### src/hdl/smm_pkg.sv
`default_nettype none
// ----------------------------------------------------------------------------
// smm_pkg: shared types and constants for the slot and bank memory mapper
// Request and result words, target codes, mapper modes, port numbers and
// configuration register indexes.
// ----------------------------------------------------------------------------
package smm_pkg;

    // Default width of a bank number
    localparam int BANK_BITS_DEF = 8;

    // Request types
    localparam logic [1:0] REQ_MEM_RD  = 2'd0;
    localparam logic [1:0] REQ_MEM_WR  = 2'd1;
    localparam logic [1:0] REQ_PORT_RD = 2'd2;
    localparam logic [1:0] REQ_PORT_WR = 2'd3;

    // Targets
    localparam logic [3:0] TGT_BIOS     = 4'd0;
    localparam logic [3:0] TGT_BASIC    = 4'd1;
    localparam logic [3:0] TGT_CART1    = 4'd2;
    localparam logic [3:0] TGT_CART2    = 4'd3;
    localparam logic [3:0] TGT_RAM      = 4'd4;
    localparam logic [3:0] TGT_UNMAPPED = 4'd5;
    localparam logic [3:0] TGT_SNDWIN   = 4'd6;
    localparam logic [3:0] TGT_SNDREG   = 4'd7;
    localparam logic [3:0] TGT_PORT     = 4'd8;

    // Cartridge mapper modes (anything above MODE_ALT is unmapped)
    localparam logic [2:0] MODE_FLAT   = 3'd0;
    localparam logic [2:0] MODE_BANKED = 3'd1;
    localparam logic [2:0] MODE_SOUND  = 3'd2;
    localparam logic [2:0] MODE_ALT    = 3'd3;

    // Slot codes from the slot select byte
    localparam logic [1:0] SLOT_ROM   = 2'd0;
    localparam logic [1:0] SLOT_CART1 = 2'd1;
    localparam logic [1:0] SLOT_CART2 = 2'd2;
    localparam logic [1:0] SLOT_RAM   = 2'd3;

    // I/O ports
    localparam logic [7:0] PORT_VDP_DATA = 8'h98;
    localparam logic [7:0] PORT_VDP_CTRL = 8'h99;
    localparam logic [7:0] PORT_PSG_ADDR = 8'hA0;
    localparam logic [7:0] PORT_PSG_WDAT = 8'hA1;
    localparam logic [7:0] PORT_PSG_RDAT = 8'hA2;
    localparam logic [7:0] PORT_SLOT     = 8'hA8;
    localparam logic [7:0] PORT_KBD_IN   = 8'hA9;
    localparam logic [7:0] PORT_KBD_SEL  = 8'hAA;

    // Value written to the bank 2 register that opens the sound window
    localparam logic [7:0] SND_ENABLE_VAL = 8'h3F;

    // Configuration register indexes
    localparam logic [2:0] CFG_CART1_MODE = 3'd0;
    localparam logic [2:0] CFG_CART2_MODE = 3'd1;
    localparam logic [2:0] CFG_CART1_MASK = 3'd2;
    localparam logic [2:0] CFG_CART2_BNKA = 3'd3;
    localparam logic [2:0] CFG_CART2_BNKB = 3'd4;
    localparam logic [2:0] CFG_CART2_BNKC = 3'd5;
    localparam logic [2:0] CFG_CART2_BNKD = 3'd6;
    localparam logic [2:0] CFG_CART2_SND  = 3'd7;

    // Request word
    typedef struct packed {
        logic [1:0]  req_type;
        logic [15:0] address;
        logic [7:0]  wdata;
    } req_t;

    // Result word
    typedef struct packed {
        logic [3:0]  target;
        logic [20:0] phys_offset;
        logic        writable;
        logic [7:0]  port_data;
        logic        forward_port;
    } rsp_t;

    // Memory write seen by the cartridge 1 register file
    typedef struct packed {
        logic        en;
        logic [15:0] address;
        logic [7:0]  wdata;
    } c1_wr_t;

endpackage
`default_nettype wire

### src/hdl/smm_cart_map.sv
`default_nettype none
// ----------------------------------------------------------------------------
// smm_cart_map: cartridge address translation
// Turns a CPU address into a target and offset for one cartridge, following
// its mapper mode, bank registers and sound window enable.
// ----------------------------------------------------------------------------
module smm_cart_map #(
    parameter int BANK_BITS = smm_pkg::BANK_BITS_DEF
) (
    input  wire logic [2:0]                 mode,
    input  wire logic [3:0][BANK_BITS-1:0]  banks,
    input  wire logic                       snd_on,
    input  wire logic [15:0]                address,
    input  wire logic [3:0]                 cart_tgt,
    output logic      [3:0]                 target,
    output logic      [20:0]                phys_offset
);

    logic [1:0] page;
    logic       upper;
    logic       snd_hit;

    assign page    = address[15:14];
    assign upper   = address[13];
    // 0x1800-0x1FFF of the lower half of page 2
    assign snd_hit = (mode == smm_pkg::MODE_SOUND) && (page == 2'd2) && snd_on
                     && (address[12:11] == 2'b11);

    // Mode and page decode
    always_comb
    begin
        target      = cart_tgt;
        phys_offset = 21'(address);
        if (mode == smm_pkg::MODE_FLAT)
        begin
            phys_offset = 21'(address);
        end
        else if (mode > smm_pkg::MODE_ALT)
        begin
            target      = smm_pkg::TGT_UNMAPPED;
            phys_offset = '0;
        end
        else if (!page[0])
        begin
            // pages 0 and 2
            if (upper)
                phys_offset = 21'({banks[3], address[12:0]});
            else if (snd_hit)
            begin
                target      = smm_pkg::TGT_SNDWIN;
                phys_offset = 21'(address[9:0]);
            end
            else
                phys_offset = 21'({banks[2], address[12:0]});
        end
        else
        begin
            // pages 1 and 3
            if (upper)
                phys_offset = 21'({banks[1], address[12:0]});
            else if (mode == smm_pkg::MODE_BANKED)
                phys_offset = 21'(address[12:0]);
            else
                phys_offset = 21'({banks[0], address[12:0]});
        end
    end

endmodule
`default_nettype wire

### src/hdl/smm_cart1_regs.sv
`default_nettype none
// ----------------------------------------------------------------------------
// smm_cart1_regs: cartridge 1 bank registers
// Decodes memory writes into the cartridge 1 register ranges and holds the
// four bank numbers and the sound window enable.
// ----------------------------------------------------------------------------
module smm_cart1_regs #(
    parameter int BANK_BITS = smm_pkg::BANK_BITS_DEF
) (
    input  wire logic                       clk,
    input  wire logic                       rst_n,
    input  wire smm_pkg::c1_wr_t            wr,
    input  wire logic                       here,
    input  wire logic [2:0]                 mode,
    input  wire logic [7:0]                 bank_mask,
    output logic      [3:0][BANK_BITS-1:0]  banks,
    output logic                            snd_on
);

    logic [3:0][BANK_BITS-1:0] banks_reg, banks_next;
    logic                      snd_reg, snd_next;
    logic [7:0]                masked;
    logic [BANK_BITS-1:0]      m;
    logic [4:0]                blk2k;   // 2 KB block number
    logic [2:0]                blk8k;   // 8 KB block number

    assign masked = wr.wdata & bank_mask;
    assign m      = masked[BANK_BITS-1:0];
    assign blk2k  = wr.address[15:11];
    assign blk8k  = wr.address[15:13];

    // Register range decode
    always_comb
    begin
        banks_next = banks_reg;
        snd_next   = snd_reg;
        if (wr.en && here)
        begin
            unique case (mode)
                smm_pkg::MODE_BANKED:
                begin
                    if (blk8k == 3'd3)
                        banks_next[1] = m;
                    else if (blk8k == 3'd4)
                        banks_next[2] = m;
                    else if (blk8k == 3'd5)
                        banks_next[3] = m;
                end
                smm_pkg::MODE_SOUND:
                begin
                    if (blk2k == 5'h0A)         // 0x5000
                        banks_next[0] = m;
                    else if (blk2k == 5'h0E)    // 0x7000
                        banks_next[1] = m;
                    else if (blk2k == 5'h12)    // 0x9000
                    begin
                        banks_next[2] = m;
                        snd_next      = (wr.wdata == smm_pkg::SND_ENABLE_VAL);
                    end
                    else if (blk2k == 5'h16)    // 0xB000
                        banks_next[3] = m;
                end
                smm_pkg::MODE_ALT:
                begin
                    // 0x6000-0x7FFF, one bank per 2 KB block
                    if (blk8k == 3'd3)
                        banks_next[wr.address[12:11]] = m;
                end
                default:
                begin
                end
            endcase
        end
    end

    always_ff @(posedge clk or negedge rst_n)
    begin
        if (!rst_n)
        begin
            banks_reg <= '0;
            snd_reg   <= 1'b0;
        end
        else
        begin
            banks_reg <= banks_next;
            snd_reg   <= snd_next;
        end
    end

    assign banks  = banks_reg;
    assign snd_on = snd_reg;

endmodule
`default_nettype wire

### src/hdl/slot_and_bank_memory_mapper_top.sv
`default_nettype none
// ----------------------------------------------------------------------------
// slot_and_bank_memory_mapper_top: slot and bank memory mapper
// Translates CPU memory and port accesses through the slot select byte and
// the cartridge bank mappers.
// ----------------------------------------------------------------------------
// One request word is taken per clock while busy is low; busy is high only in
// reset and the first cycle after it. The result word is loaded at the first
// clock edge after the request is taken and is held for exactly one cycle with
// done high; it cannot be stalled. The block is one registered translation
// stage between a request register and a result register, so it sustains one
// access per clock; the slot byte and cartridge 1 bank registers are updated
// at the same edge that loads the result, so each access sees the effect of
// the one before it. Configuration writes are always accepted.
// ----------------------------------------------------------------------------
module slot_and_bank_memory_mapper_top #(
    parameter int BANK_BITS = smm_pkg::BANK_BITS_DEF
) (
    input  wire logic          clk,
    input  wire logic          rst_n,
    input  wire logic          start,
    output logic               busy,
    input  wire smm_pkg::req_t request,
    output logic               done,
    output smm_pkg::rsp_t      result,
    input  wire logic          cfg_valid,
    output logic               cfg_ready,
    input  wire logic [2:0]    cfg_index,
    input  wire logic [7:0]    cfg_data
);

    // ------------------------------------------------------------------------
    // Configuration registers
    // ------------------------------------------------------------------------
    logic [2:0]                cart1_mode_reg;
    logic [2:0]                cart2_mode_reg;
    logic [7:0]                cart1_mask_reg;
    logic [3:0][BANK_BITS-1:0] cart2_banks_reg;
    logic                      cart2_snd_reg;
    logic                      cfg_we;

    assign cfg_ready = 1'b1;
    assign cfg_we    = cfg_valid && cfg_ready;

    always_ff @(posedge clk or negedge rst_n)
    begin
        if (!rst_n)
        begin
            cart1_mode_reg  <= smm_pkg::MODE_FLAT;
            cart2_mode_reg  <= smm_pkg::MODE_FLAT;
            cart1_mask_reg  <= 8'hFF;
            cart2_banks_reg <= '0;
            cart2_snd_reg   <= 1'b0;
        end
        else if (cfg_we)
        begin
            unique case (cfg_index)
                smm_pkg::CFG_CART1_MODE: cart1_mode_reg     <= cfg_data[2:0];
                smm_pkg::CFG_CART2_MODE: cart2_mode_reg     <= cfg_data[2:0];
                smm_pkg::CFG_CART1_MASK: cart1_mask_reg     <= cfg_data;
                smm_pkg::CFG_CART2_BNKA: cart2_banks_reg[0] <= cfg_data[BANK_BITS-1:0];
                smm_pkg::CFG_CART2_BNKB: cart2_banks_reg[1] <= cfg_data[BANK_BITS-1:0];
                smm_pkg::CFG_CART2_BNKC: cart2_banks_reg[2] <= cfg_data[BANK_BITS-1:0];
                smm_pkg::CFG_CART2_BNKD: cart2_banks_reg[3] <= cfg_data[BANK_BITS-1:0];
                smm_pkg::CFG_CART2_SND:  cart2_snd_reg      <= cfg_data[0];
                default:
                begin
                end
            endcase
        end
    end

    // ------------------------------------------------------------------------
    // Request register
    // ------------------------------------------------------------------------
    logic          busy_reg;
    logic          req_valid_reg;
    smm_pkg::req_t req_reg;
    logic          accept;

    assign busy   = busy_reg;
    assign accept = start && !busy_reg;

    always_ff @(posedge clk or negedge rst_n)
    begin
        if (!rst_n)
        begin
            busy_reg      <= 1'b1;
            req_valid_reg <= 1'b0;
        end
        else
        begin
            busy_reg      <= 1'b0;
            req_valid_reg <= accept;
        end
    end

    always_ff @(posedge clk)
    begin
        if (accept)
            req_reg <= request;
    end

    // ------------------------------------------------------------------------
    // Slot decode
    // ------------------------------------------------------------------------
    logic [7:0] slot_select_reg, slot_select_next;
    logic [1:0] page;
    logic [1:0] slot;
    logic       is_mem;
    logic       is_mem_wr;
    logic [7:0] port;

    assign page      = req_reg.address[15:14];
    assign slot      = 2'(slot_select_reg >> {page, 1'b0});
    assign is_mem    = !req_reg.req_type[1];
    assign is_mem_wr = req_valid_reg && (req_reg.req_type == smm_pkg::REQ_MEM_WR);
    assign port      = req_reg.address[7:0];

    // ------------------------------------------------------------------------
    // Cartridge translation and cartridge 1 registers
    // ------------------------------------------------------------------------
    logic [3:0][BANK_BITS-1:0] cart1_banks;
    logic                      cart1_snd;
    logic [3:0]                c1_tgt, c2_tgt;
    logic [20:0]               c1_off, c2_off;
    smm_pkg::c1_wr_t           c1_wr;

    assign c1_wr.en      = is_mem_wr;
    assign c1_wr.address = req_reg.address;
    assign c1_wr.wdata   = req_reg.wdata;

    smm_cart1_regs #(
        .BANK_BITS (BANK_BITS)
    ) u_cart1_regs (
        .clk       (clk),
        .rst_n     (rst_n),
        .wr        (c1_wr),
        .here      (slot == smm_pkg::SLOT_CART1),
        .mode      (cart1_mode_reg),
        .bank_mask (cart1_mask_reg),
        .banks     (cart1_banks),
        .snd_on    (cart1_snd)
    );

    smm_cart_map #(
        .BANK_BITS (BANK_BITS)
    ) u_cart1_map (
        .mode        (cart1_mode_reg),
        .banks       (cart1_banks),
        .snd_on      (cart1_snd),
        .address     (req_reg.address),
        .cart_tgt    (smm_pkg::TGT_CART1),
        .target      (c1_tgt),
        .phys_offset (c1_off)
    );

    smm_cart_map #(
        .BANK_BITS (BANK_BITS)
    ) u_cart2_map (
        .mode        (cart2_mode_reg),
        .banks       (cart2_banks_reg),
        .snd_on      (cart2_snd_reg),
        .address     (req_reg.address),
        .cart_tgt    (smm_pkg::TGT_CART2),
        .target      (c2_tgt),
        .phys_offset (c2_off)
    );

    // ------------------------------------------------------------------------
    // Result assembly
    // ------------------------------------------------------------------------
    smm_pkg::rsp_t rsp_next;
    smm_pkg::rsp_t rsp_reg;
    logic          done_reg;
    logic          snd_reg_wr;

    // write into the cartridge 1 sound chip window at 0x9800-0x9FFF
    assign snd_reg_wr = (req_reg.req_type == smm_pkg::REQ_MEM_WR)
                        && (cart1_mode_reg == smm_pkg::MODE_SOUND)
                        && (slot == smm_pkg::SLOT_CART1) && cart1_snd
                        && (req_reg.address[15:11] == 5'h13);

    always_comb
    begin
        rsp_next              = '0;
        rsp_next.target       = smm_pkg::TGT_PORT;
        rsp_next.port_data    = 8'hFF;
        slot_select_next      = slot_select_reg;
        if (is_mem)
        begin
            unique case (slot)
                smm_pkg::SLOT_ROM:
                begin
                    if (page == 2'd0)
                    begin
                        rsp_next.target      = smm_pkg::TGT_BIOS;
                        rsp_next.phys_offset = 21'(req_reg.address[13:0]);
                    end
                    else if (page == 2'd1)
                    begin
                        rsp_next.target      = smm_pkg::TGT_BASIC;
                        rsp_next.phys_offset = 21'(req_reg.address[13:0]);
                    end
                    else
                        rsp_next.target      = smm_pkg::TGT_UNMAPPED;
                end
                smm_pkg::SLOT_CART1:
                begin
                    rsp_next.target      = c1_tgt;
                    rsp_next.phys_offset = c1_off;
                end
                smm_pkg::SLOT_CART2:
                begin
                    rsp_next.target      = c2_tgt;
                    rsp_next.phys_offset = c2_off;
                end
                smm_pkg::SLOT_RAM:
                begin
                    rsp_next.target      = smm_pkg::TGT_RAM;
                    rsp_next.phys_offset = 21'(req_reg.address);
                    rsp_next.writable    = 1'b1;
                end
                default:
                begin
                end
            endcase
            if (snd_reg_wr)
            begin
                rsp_next.target      = smm_pkg::TGT_SNDREG;
                rsp_next.phys_offset = 21'(req_reg.address[7:0]);
                rsp_next.writable    = 1'b0;
            end
        end
        else if (req_reg.req_type == smm_pkg::REQ_PORT_RD)
        begin
            if (port == smm_pkg::PORT_SLOT)
                rsp_next.port_data = slot_select_reg;
            else
                rsp_next.forward_port = (port == smm_pkg::PORT_VDP_DATA)
                                     || (port == smm_pkg::PORT_VDP_CTRL)
                                     || (port == smm_pkg::PORT_PSG_RDAT)
                                     || (port == smm_pkg::PORT_KBD_IN)
                                     || (port == smm_pkg::PORT_KBD_SEL);
        end
        else
        begin
            if (port == smm_pkg::PORT_SLOT)
            begin
                if (req_valid_reg)
                    slot_select_next = req_reg.wdata;
            end
            else
                rsp_next.forward_port = (port == smm_pkg::PORT_VDP_DATA)
                                     || (port == smm_pkg::PORT_VDP_CTRL)
                                     || (port == smm_pkg::PORT_PSG_ADDR)
                                     || (port == smm_pkg::PORT_PSG_WDAT)
                                     || (port == smm_pkg::PORT_KBD_SEL);
        end
    end

    always_ff @(posedge clk or negedge rst_n)
    begin
        if (!rst_n)
        begin
            slot_select_reg <= '0;
            done_reg        <= 1'b0;
        end
        else
        begin
            slot_select_reg <= slot_select_next;
            done_reg        <= req_valid_reg;
        end
    end

    always_ff @(posedge clk)
    begin
        if (req_valid_reg)
            rsp_reg <= rsp_next;
    end

    assign done   = done_reg;
    assign result = rsp_reg;

    // ------------------------------------------------------------------------
    // Assertions
    // ------------------------------------------------------------------------
    // every taken request is followed by a result with done high
    a_req_to_done: assert property (@(posedge clk) disable iff (!rst_n)
        accept |=> ##1 done)
        else $error("taken request produced no result");

    // no result without an earlier taken request
    a_done_has_req: assert property (@(posedge clk) disable iff (!rst_n)
        done |-> $past(accept, 2))
        else $error("result without a request");

    // only RAM is writable
    a_wr_ram: assert property (@(posedge clk) disable iff (!rst_n)
        (done && result.writable) |-> (result.target == smm_pkg::TGT_RAM))
        else $error("writable result outside RAM");

    // the slot byte moves only on a port write to the slot port
    a_slot_upd: assert property (@(posedge clk) disable iff (!rst_n)
        !$stable(slot_select_reg) |->
            $past(req_valid_reg && (req_reg.req_type == smm_pkg::REQ_PORT_WR)
                  && (req_reg.address[7:0] == smm_pkg::PORT_SLOT)))
        else $error("slot select changed without a slot port write");

endmodule
`default_nettype wire
### config.mk
export PLATFORM = sky130hd
export DESIGN_NAME = slot_and_bank_memory_mapper_top
export DESIGN_NICKNAME = d
export VERILOG_FILES = /design/src/hdl/smm_pkg.sv /design/src/hdl/smm_cart_map.sv /design/src/hdl/smm_cart1_regs.sv /design/src/hdl/slot_and_bank_memory_mapper_top.sv
export SDC_FILE = /design/constraint.sdc
export NUM_CORES = 1
export LEC_CHECK = 0
export BUFFER_PORTS_ARGS = -buffer_cell sky130_fd_sc_hd__clkbuf_2
export CORE_ASPECT_RATIO = 1.2
export CORE_MARGIN = 2
export CORE_UTILIZATION = 50
export DETAILED_ROUTE_END_ITERATION = 12
export PLACE_DENSITY = 0.79
export REMOVE_ABC_BUFFERS = 1
export SYNTH_ARGS = -nofsm -noshare
export SYNTH_HDL_FRONTEND = slang
export SYNTH_SLANG_ARGS = --single-unit
### constraint.sdc
create_clock -name clk -period 3.7 [get_ports clk]
set_input_delay 0.74 -clock clk [delete_from_list [all_inputs] [get_ports clk]]
set_output_delay 0.74 -clock clk [all_outputs]
set_load 0.01 [all_outputs]
==> flow_metrics.py, run 1 <==
metrics = {
    "timing": {
        "relSlewSlack_pct": 51.5,
        "fmax_mhz": 371,
        "fin_ws_ns": 1.00,
        "setup-tns-final_ns": 0,
        "finalSetupViolations": 0,
        "hold_viol_final": 0,
        "min_period_ns": 2.70,
        "rsz0062_at_grt": "no",
        "skew_ns": 0.0105,
        "drv_slew": 0,
        "period_share_pct": 72.9,
        "worst_slew_pin_slew_ns": 0.724,
    },
    "synthesis": {
        "synth_cell_types": 59,
        "synth_edf_count": 61,
        "yosys_warnings": 0,
        "ys_seq_elements": 152,
        "synthCells": 491,
        "synth.top_cells.by_area": "dfrtp_1 (30%), edfxtp_1 (27%), mux2_2 (13%)",
        "yosysTopAreaCell": "dfrtp_1",
        "ys_seq_area_share_pct": 60.6,
        "yosysTopAreaCellShare_pct": 30.2,
        "syn_avg_cell_area_sq_um": 13.8,
        "async_flop_share_pct": 59.9,
        "synth_area_sq_um": 6800,
        "synth_flop_cell": "dfrtp_1",
    },
    "grt": {
        "grt_overflow_total": 0,
        "grt_pass1_vias": 4539,
        "antenna_found_initial": 0,
        "grt_max_degree": 57,
        "grtUsageTotal_pct": 21.3,
        "grt_pass1_wl_mm": 24.4,
    },
    "placement": {
        "dp.cells": 723,
        "place_ws_ns": 1.05,
        "post-dp-hpwl_mm": 10.4,
        "port-buffer-count": 77,
        "gp_congestion": 0.902,
    },
    "finish": {
        "final_nets": 615,
        "layout.cells.non_filler": 755,
        "layout-drive-gt1-share_pct": 38.3,
        "utilization_pct": 60.3,
        "mostFrequentLayoutCell": "dfrtp_1",
        "area_delta_synth_final_pct": 17.4,
        "fillCellCount": 1026,
        "diodes": 0,
        "largest_register_ffs": 35,
        "mostFrequentLayoutCells": "dfrtp_1 (82), mux2_2 (80), clkbuf_2 (76)",
    },
    "pwr": {
        "powerDensity_nw_per_um2": 525,
        "leakage_nw": 3.39,
        "power_mw": 4.19,
        "irDropWorstVdd_v": 0.000352,
    },
    "critical_path": {
        "worst-r2r-setup-slack_ns": 1.00,
        "crit_path_cell_trace": "mux4_2 > nand2b_4 > nand2b_4 > or3_1 > mux2_4",
        "cp_slowest_cell": "edfxtp_1",
        "cp_top_family": "simple AND/OR/NAND/NOR gates",
        "worstSetupStartpointType": "flop",
        "worstPathArrival_ns": 3.00,
        "reg2reg_from": "c1_wr[23]$_DFFE_PP_",
        "path_buf_inv": 0,
        "cp-end-kind": "flop",
        "path_max_fanout": 15,
        "slowest_delay_ns": 0.68,
        "path_common_cell": "nand2b_4",
        "cp-startpoint": "c1_wr[23]$_DFFE_PP_",
        "critPathKind": "reg2reg",
        "crit_required_ns": 4.00,
    },
    "detailed_routing": {
        "routed_via_density": 5.97,
        "drc_errors": 0,
        "vias": 4508,
        "wirelength_mm": 15.0,
        "dr.pass1.iters": 5,
        "wl_per_cell_um": 19.9,
        "drtAntennaViolNets": 0,
        "initialDrtViolationCount": 384,
    },
    "die": {
        "core_sq_um": 13200,
        "die_x_um": 110,
        "rows": 46,
        "die_h_um": 132,
        "pin_count": 79,
        "start_util_pct": 51.4,
        "die_area_sq_um": 14600,
    },
    "clock_tree": {
        "cts_setup_buffers": 0,
        "cts_max_level": 4,
        "clk_path_buf_depth": 2,
        "cts_hold_buffers": 0,
        "cts_tree": "done",
        "cts_resized": 0,
        "clkTransAtPathRegs_ns": 0.06,
        "numCtsBuffers": 17,
        "clock-root-buffer": "clkbuf_16",
        "insertion_delay_ns": 0.43,
        "clkSinkCount": 152,
    },
    "run_status": {
        "run_status": "completed",
    },
    "hold_path": {
        "min_path_type": "in2async",
    },
    "run": {
        "cap_violations": 0,
    },
}
-- per-layer routing --
layer  GRT usage (%)  part of all wire (%)  vias to the layer above
li1                -                     -                     2024
met1            28.1                    42                     2249
met2            34.2                    49                      197
met3            4.32                   5.6                       38
met4            9.58                   3.1                        0
met5               0                     0                        -
-- per-stage QoR --
| stage | hold WS [ns] | area (sq um) |
|---|---|---|
| 2_1_floorplan | 0.444 | 6700 |
| 3_3_place_gp | 0.484 | 7370 |
| 3_5_place_dp | 0.494 | 7370 |
| 4_1_cts | 0.394 | 7980 |
| 5_1_grt | 0.420 | 7980 |
| 6_report | 0.367 | 7980 |
-- synth_stat cells, drive strengths merged (9+ instances only) --
| master | count |
|---|---|
| a21oi | 14 |
| edfxtp | 61 |
| a221o | 10 |
| inv | 9 |
| clkbuf | 15 |
| nand3 | 11 |
| mux2 | 88 |
| dfstp | 9 |
| nand2b | 15 |
| a211o | 12 |
| dfrtp | 82 |
| nor2 | 23 |
| mux2i | 9 |
| and2 | 18 |
-- where the power goes --
group | switching, mW | internal, mW | total, mW
registers | 0.115 | 1.91 | 2.03
clock network | 0.693 | 1.08 | 1.77
logic | 0.202 | 0.185 | 0.387
total | 1.01 | 3.18 | 4.19
-- path summary, 6_finish.rpt --
kind	end	cells past startpoint
worst max-delay path	u_cart1_regs.banks[17]$_DFFE_PN0P_	5
worst min-delay path	slot_select_reg[4]$_DFFE_PN0P_	1
worst max register to register	u_cart1_regs.banks[17]$_DFFE_PN0P_	5
worst min register to register	cart2_banks_reg[17]$_DFFE_PN0P_	1
max in group asynchronous	cart2_banks_reg[9]$_DFFE_PN0P_	2
min in group clk	c1_wr[12]$_DFFE_PP_	1
-- cells by family (layout without fill, tap and decap cells) --
| logic type | count (synthesis) | after routing | share of synthesized area, % |
|---|---|---|---|
| XOR/XNOR | 2 | 2 | 0.258 |
| multiplexers | 99 | 99 | 17.0 |
| AO/OA/AOI/OAI | 82 | 82 | 9.02 |
| AND/OR/NAND/NOR | 123 | 123 | 11.1 |
| other | 2 | 2 | 0.110 |
| buffers and inverters | 31 | 127 | 1.95 |
| flip-flops | 152 | 152 | 60.6 |
-- area by class of cell --
type | instances | area [sq um] | area share (%)
Tap cell | 168 | 210 | 2.63
Sequential cell | 152 | 4120 | 51.6
Clock inverter | 11 | 131 | 1.65
Multi-Input combinational cell | 308 | 2550 | 31.9
Inverter | 9 | 33.8 | 0.423
Clock buffer | 21 | 482 | 6.04
Timing Repair Buffer | 86 | 455 | 5.71
Note: power is estimated with default switching activity, not from simulation.
==> run 2, diff against run 1 <==
Settings changed: ABC_AREA from default to 1, PLACE_DENSITY 0.79 to 0.82.
Clock period 3.7 ns to 2.35 ns, I/O delays scaled along.
==> flow_metrics.py, run 2 <==
metrics = {
    "finish": {
        "mostFrequentLayoutCell": "nand2_1",
        "area_delta_synth_final_pct": 17.3,
        "mostFrequentLayoutCells": "nand2_1 (225), nor2_1 (87), dfrtp_1 (82)",
        "final_nets": 901,
        "diodes": 0,
        "largest_register_ffs": 35,
        "layout-drive-gt1-share_pct": 21.1,
    },
    "synthesis": {
        "synthCells": 764,
        "synth_top_family_by_area": "simple AND/OR/NAND/NOR gates",
        "synth_cell_types": 39,
        "yosys_warnings": 0,
        "netlist_top_cells_count": "nand2_1 (225), nor2_1 (88), dfrtp_1 (82), inv_1 (74), o21ai_0 (62)",
        "yosysTopAreaCell": "dfrtp_1",
        "syn_avg_cell_area_sq_um": 9.14,
        "async_flop_share_pct": 59.9,
        "synth_area_sq_um": 6990,
        "synth_most_common_cell": "nand2_1",
        "synth_compound_gate_area_share_pct": 10.2,
        "yosys.area_share.simple_pct": 24.7,
        "ys_seq_elements": 152,
        "synth_edf_count": 61,
        "synth_xor_area_share_pct": 0,
        "yosys-mux-area-fraction_pct": 0,
        "synth.top_cells.by_area": "dfrtp_1 (29%), edfxtp_1 (26%), nand2_1 (12%)",
        "yosysTopAreaCellShare_pct": 29.4,
        "ys_seq_area_share_pct": 59.0,
        "synth_fa_ha_area_share_pct": 0,
        "synth_flop_cell": "dfrtp_1",
    },
    "grt": {
        "grt_max_degree": 39,
        "grt_pass1_vias": 5376,
        "antenna_found_initial": 0,
        "grt_pass1_wl_mm": 26.5,
        "grtUsageTotal_pct": 22.8,
        "grt_overflow_total": 0,
    },
    "clock_tree": {
        "cts_setup_buffers": 0,
        "numCtsBuffers": 17,
        "cts_max_level": 4,
        "cts_hold_buffers": 0,
        "clkSinkCount": 152,
        "cts_resized": 0,
        "clkTransAtPathRegs_ns": 0.06,
        "cts_tree": "done",
        "clock-root-buffer": "clkbuf_16",
        "clk_path_buf_depth": 2,
        "insertion_delay_ns": 0.43,
    },
    "timing": {
        "hold_viol_final": 4,
        "skew_ns": 0.00893,
        "period_share_pct": 91.8,
        "min_period_ns": 2.16,
        "drv_slew": 0,
        "rsz0062_at_grt": "no",
        "finalSetupViolations": 0,
        "fmax_mhz": 464,
        "fin_ws_ns": 0.193,
        "worst_slew_pin_slew_ns": 0.595,
        "relSlewSlack_pct": 60.2,
        "setup-tns-final_ns": 0,
        "whs_ns": -0.00726,
    },
    "pwr": {
        "powerDensity_nw_per_um2": 794,
        "power_mw": 6.51,
        "leakage_nw": 3.82,
        "irDropWorstVdd_v": 0.000434,
    },
    "die": {
        "rows": 47,
        "die_x_um": 112,
        "die_h_um": 133,
        "pin_count": 79,
        "die_area_sq_um": 14900,
        "start_util_pct": 51.0,
        "core_sq_um": 13700,
    },
    "detailed_routing": {
        "initialDrtViolationCount": 414,
        "wirelength_mm": 16.3,
        "dr.pass1.iters": 5,
        "drc_errors": 0,
        "routed_via_density": 5.26,
        "vias": 5494,
        "wl_per_cell_um": 15.6,
        "drtAntennaViolNets": 0,
    },
    "critical_path": {
        "crit_required_ns": 2.53,
        "critPathKind": "reg2reg",
        "worstPathArrival_ns": 2.34,
        "path_buf_inv": 2,
        "cp_top_family": "simple AND/OR/NAND/NOR gates",
        "slowest_delay_ns": 0.49,
        "cp-end-kind": "flop",
        "path_max_fanout": 7,
        "cp_slowest_cell": "edfxtp_1",
        "worstSetupStartpointType": "flop",
        "crit_path_cell_trace": "buf_4 > nor2_1 > nand2_1 > nor3_1 > nand3_1 > nor2_1 > nor2_1 > nand2_2 > inv_1 > nand2_1 > nand2_1",
    },
    "placement": {
        "gp_congestion": 0.932,
        "place_ws_ns": 0.116,
        "port-buffer-count": 77,
        "post-dp-hpwl_mm": 11.8,
    },
    "hold_path": {
        "min_path_type": "in2async",
    },
    "run_status": {
        "run_status": "finished, violations left",
        "violations": "hold timing",
    },
    "run": {
        "cap_violations": 0,
    },
}
==> run 2: changes by cell type after synthesis, moves of 19 or more <==
cell,delta
inv_1,+65
o21ai_2,+19
o21ai_0,+55
nor2_1,+65
mux2_2,-80
nand2_1,+217
==> run 2: final cells by class <==
type / instances / area (sq um)
clock inverters: 14 / 143
multi-input cells: 515 / 2450
inverters: 78 / 293
clock buffers: 18 / 429
well taps: 171 / 214
flip-flops and latches: 152 / 4120
repair buffers: 96 / 543
fillers: 1147 / 5510
==> run 2: cell families after synthesis <==
group | after synthesis
AND/OR/NAND/NOR | 390
flip-flops | 152
AO/OA/AOI/OAI | 123
other | 2
buffers and inverters | 97
==> run 2: per-layer routing <==
metal,vias up,track usage (%),wire length [um]
met5,-,0,0
met4,0,10.5,526
met3,33,5.14,859
met2,173,37.9,8300
met1,2594,28.4,6620
li1,2694,-,-
==> run 2: worst reg2reg max path, stage by stage, from the launching register on <==
cell      delay (ns)
edfxtp_1        0.49
buf_4           0.21
nor2_1          0.13
nand2_1         0.10
nor3_1          0.22
nand3_1         0.12
nor2_1          0.16
nor2_1          0.10
nand2_2         0.17
inv_1           0.10
nand2_1         0.07
nand2_1         0.04
==> run 2: per-stage QoR <==
stage | area [sq um] | instances | utilization, %
after floorplan | 6860 | 745 | -
after global placement | 7590 | 1007 | 55.4
after detailed placement | 7590 | 1007 | 55.4
after CTS | 8160 | 1039 | 59.5
after global routing | 8200 | 1044 | 59.8
final | 8200 | 1044 | 59.8
==> run 2: path summary, 6_finish.rpt <==
| path | cells past startpoint | start | slack (ns) | end |
|---|---|---|---|---|
| min in group clk | 1 | request[7] | 0.22 | c1_wr[7]$_DFFE_PP_ |
| max | 11 | c1_wr[22]$_DFFE_PP_ | 0.19 | result[23]$_SDFFCE_PP0P_ |
| max reg2reg | 11 | c1_wr[22]$_DFFE_PP_ | 0.19 | result[23]$_SDFFCE_PP0P_ |
| max in group asynchronous | 2 | rst_n | 1.66 | cart1_mask_reg[3]$_DFFE_PN1P_ |
| min | 1 | rst_n | -0.007 | cart2_banks_reg[20]$_DFFE_PN0P_ |
| min reg2reg | 2 | u_cart1_regs.banks[22]$_DFFE_PN0P_ | 0.47 | u_cart1_regs.banks[22]$_DFFE_PN0P_ |
==> run 2: report_power, final <==
part	leakage, nW	internal (mW)	total [mW]	switching, mW
registers	1.76	3.00	3.13	0.137
clock network	0.271	1.49	2.62	1.14
logic	1.80	0.255	0.751	0.496
total	3.82	4.74	6.51	1.77
==> run 3, diff against run 2 <==
Settings changed: CORE_UTILIZATION 50 to 53, GPL_TIMING_DRIVEN from default to 0, PLACE_DENSITY 0.82 to 0.85.
==> flow_metrics.py, run 3 (synthesized netlist as in run 2, its figures left out) <==
metrics = {
    "run_status": {
        "run_status": "completed",
    },
    "critical_path": {
        "cp_top_family": "simple AND/OR/NAND/NOR gates",
        "worstPathArrival_ns": 2.52,
        "slowest_delay_ns": 0.53,
        "path_buf_inv": 1,
        "cp-end-kind": "flop",
        "path_common_cell": "nand2_1",
        "crit_required_ns": 2.66,
        "worstSetupStartpointType": "flop",
        "cp_slowest_cell": "edfxtp_1",
        "crit_path_cell_trace": "buf_4 > nor2_1 > nand2_1 > nand2_1 > nor2_4 > nor2_8 > nand2_4 > nor3_4 > nand2_4 > nand2_1 > nand2_1",
        "critPathKind": "reg2reg",
        "path_max_fanout": 9,
    },
    "finish": {
        "diodes": 0,
        "mostFrequentLayoutCells": "nand2_1 (224), nor2_1 (85), dfrtp_1 (81)",
        "layout-drive-gt1-share_pct": 21.1,
        "multi_input_comb_area_sq_um": 2480,
        "fillCellCount": 957,
        "regArea_sq_um": 4120,
        "area_delta_synth_final_pct": 17.8,
        "largest_register_ffs": 35,
        "mostFrequentLayoutCell": "nand2_1",
        "final_nets": 892,
    },
    "detailed_routing": {
        "wirelength_mm": 15.7,
        "initialDrtViolationCount": 494,
        "wl_per_cell_um": 15.3,
        "routed_via_density": 5.37,
        "dr.pass1.iters": 6,
        "vias": 5521,
        "drtAntennaViolNets": 0,
        "drc_errors": 0,
    },
    "clock_tree": {
        "cts_max_level": 4,
        "clock-root-buffer": "clkbuf_16",
        "cts_hold_buffers": 0,
        "numCtsBuffers": 17,
        "insertion_delay_ns": 0.43,
        "clkTransAtPathRegs_ns": 0.06,
        "cts_tree": "done",
        "clk_path_buf_depth": 2,
        "clkSinkCount": 152,
    },
    "grt": {
        "grt_max_degree": 53,
        "grt_overflow_total": 0,
        "grt_pass1_wl_mm": 25.6,
        "antenna_found_initial": 0,
        "grt_pass1_vias": 5177,
        "grtUsageTotal_pct": 23.8,
    },
    "die": {
        "start_util_pct": 54.7,
        "die_x_um": 109,
        "core_sq_um": 12800,
        "rows": 45,
        "die_area_sq_um": 14100,
        "die_h_um": 130,
        "pin_count": 79,
    },
    "pwr": {
        "power_mw": 6.63,
        "powerDensity_nw_per_um2": 806,
        "irDropWorstVdd_v": 0.000459,
        "leakage_nw": 3.83,
    },
    "timing": {
        "relSlewSlack_pct": 43.6,
        "fmax_mhz": 453,
        "drv_slew": 0,
        "min_period_ns": 2.21,
        "finalSetupViolations": 0,
        "hold_viol_final": 0,
        "whs_ns": 0.0519,
        "skew_ns": 0.00859,
        "worst_slew_pin_slew_ns": 0.846,
        "period_share_pct": 93.8,
    },
    "hold_path": {
        "min_path_type": "in2async",
    },
    "run": {
        "cap_violations": 0,
    },
    "placement": {
        "post-dp-hpwl_mm": 10.9,
        "gp_congestion": 0.922,
        "port-buffer-count": 77,
    },
}
-- run 3: layout make-up --
cell class | count | share of cell area, %
sequential | 152 | 50.1
multi-input combinational | 515 | 30.2
timing repair buffer | 87 | 6.27
clock buffer | 22 | 6.16
inverter | 78 | 3.56
tap | 164 | 2.49
clock inverter | 10 | 1.22
-- run 3: worst register-to-register path, delay by kind of cell (launching register included) --
kind,cells,cell delay (ns)
buf+inv,1,0.21
flops,1,0.53
simple gates,10,1.36
-- run 3: power by group --
part           switching [mW]  total (mW)  internal (mW)
logic                   0.479       0.730          0.250
registers               0.146        3.14           3.00
clock network            1.10        2.76           1.66
-- run 3: stage by stage --
stage / instance area (sq um) / std cells / TNS [ns] / worst slack, ns / utilization (%)
after global routing: 8230 / 1028 / -0.0742 / -0.0298 / 64.4
after floorplan: 6860 / 745 / 0 / 0.174 / -
after detailed placement: 7510 / 988 / -16.58 / -0.629 / 58.8
after global placement: 7450 / 986 / -37.42 / -0.558 / 58.3
after CTS: 8180 / 1023 / 0 / 0.0326 / 64.0
final: 8230 / 1028 / 0 / 0.145 / 64.4
-- run 3: layer usage --
metal | wire length, um | GRT usage, % | vias to the layer above | share of wire (%)
met5 | 0 | 0 | - | 0
met4 | 409 | 8.90 | 0 | 2.6
met3 | 1010 | 5.39 | 36 | 6.4
met2 | 7750 | 39.0 | 230 | 49
met1 | 6570 | 31.3 | 2577 | 42
li1 | - | - | 2678 | -
-- run 3: path summary, 6_finish.rpt --
check                                                    from                                 end  slack (ns)  cells after the start
min                                                     rst_n     cart2_banks_reg[19]$_DFFE_PN0P_        0.05                      1
min in group clk                                   request[3]                  c1_wr[3]$_DFFE_PP_        0.22                      1
min reg2reg                u_cart1_regs.banks[17]$_DFFE_PN0P_  u_cart1_regs.banks[17]$_DFFE_PN0P_        0.47                      2
max                                       c1_wr[22]$_DFFE_PP_  u_cart1_regs.banks[16]$_DFFE_PN0P_        0.14                     11
max in group asynchronous                               rst_n       cart1_mask_reg[3]$_DFFE_PN1P_        1.62                      2
max reg2reg                               c1_wr[22]$_DFFE_PP_  u_cart1_regs.banks[16]$_DFFE_PN0P_        0.14                     11
-- run 3: timing repair --
item / in CTS / in global routing
endpoints found under the setup margin: 55 / 42
pin swaps: 0 / 2
buffers inserted: 3 / 5
resized for setup: 8 / 1
cloned: 0 / 0
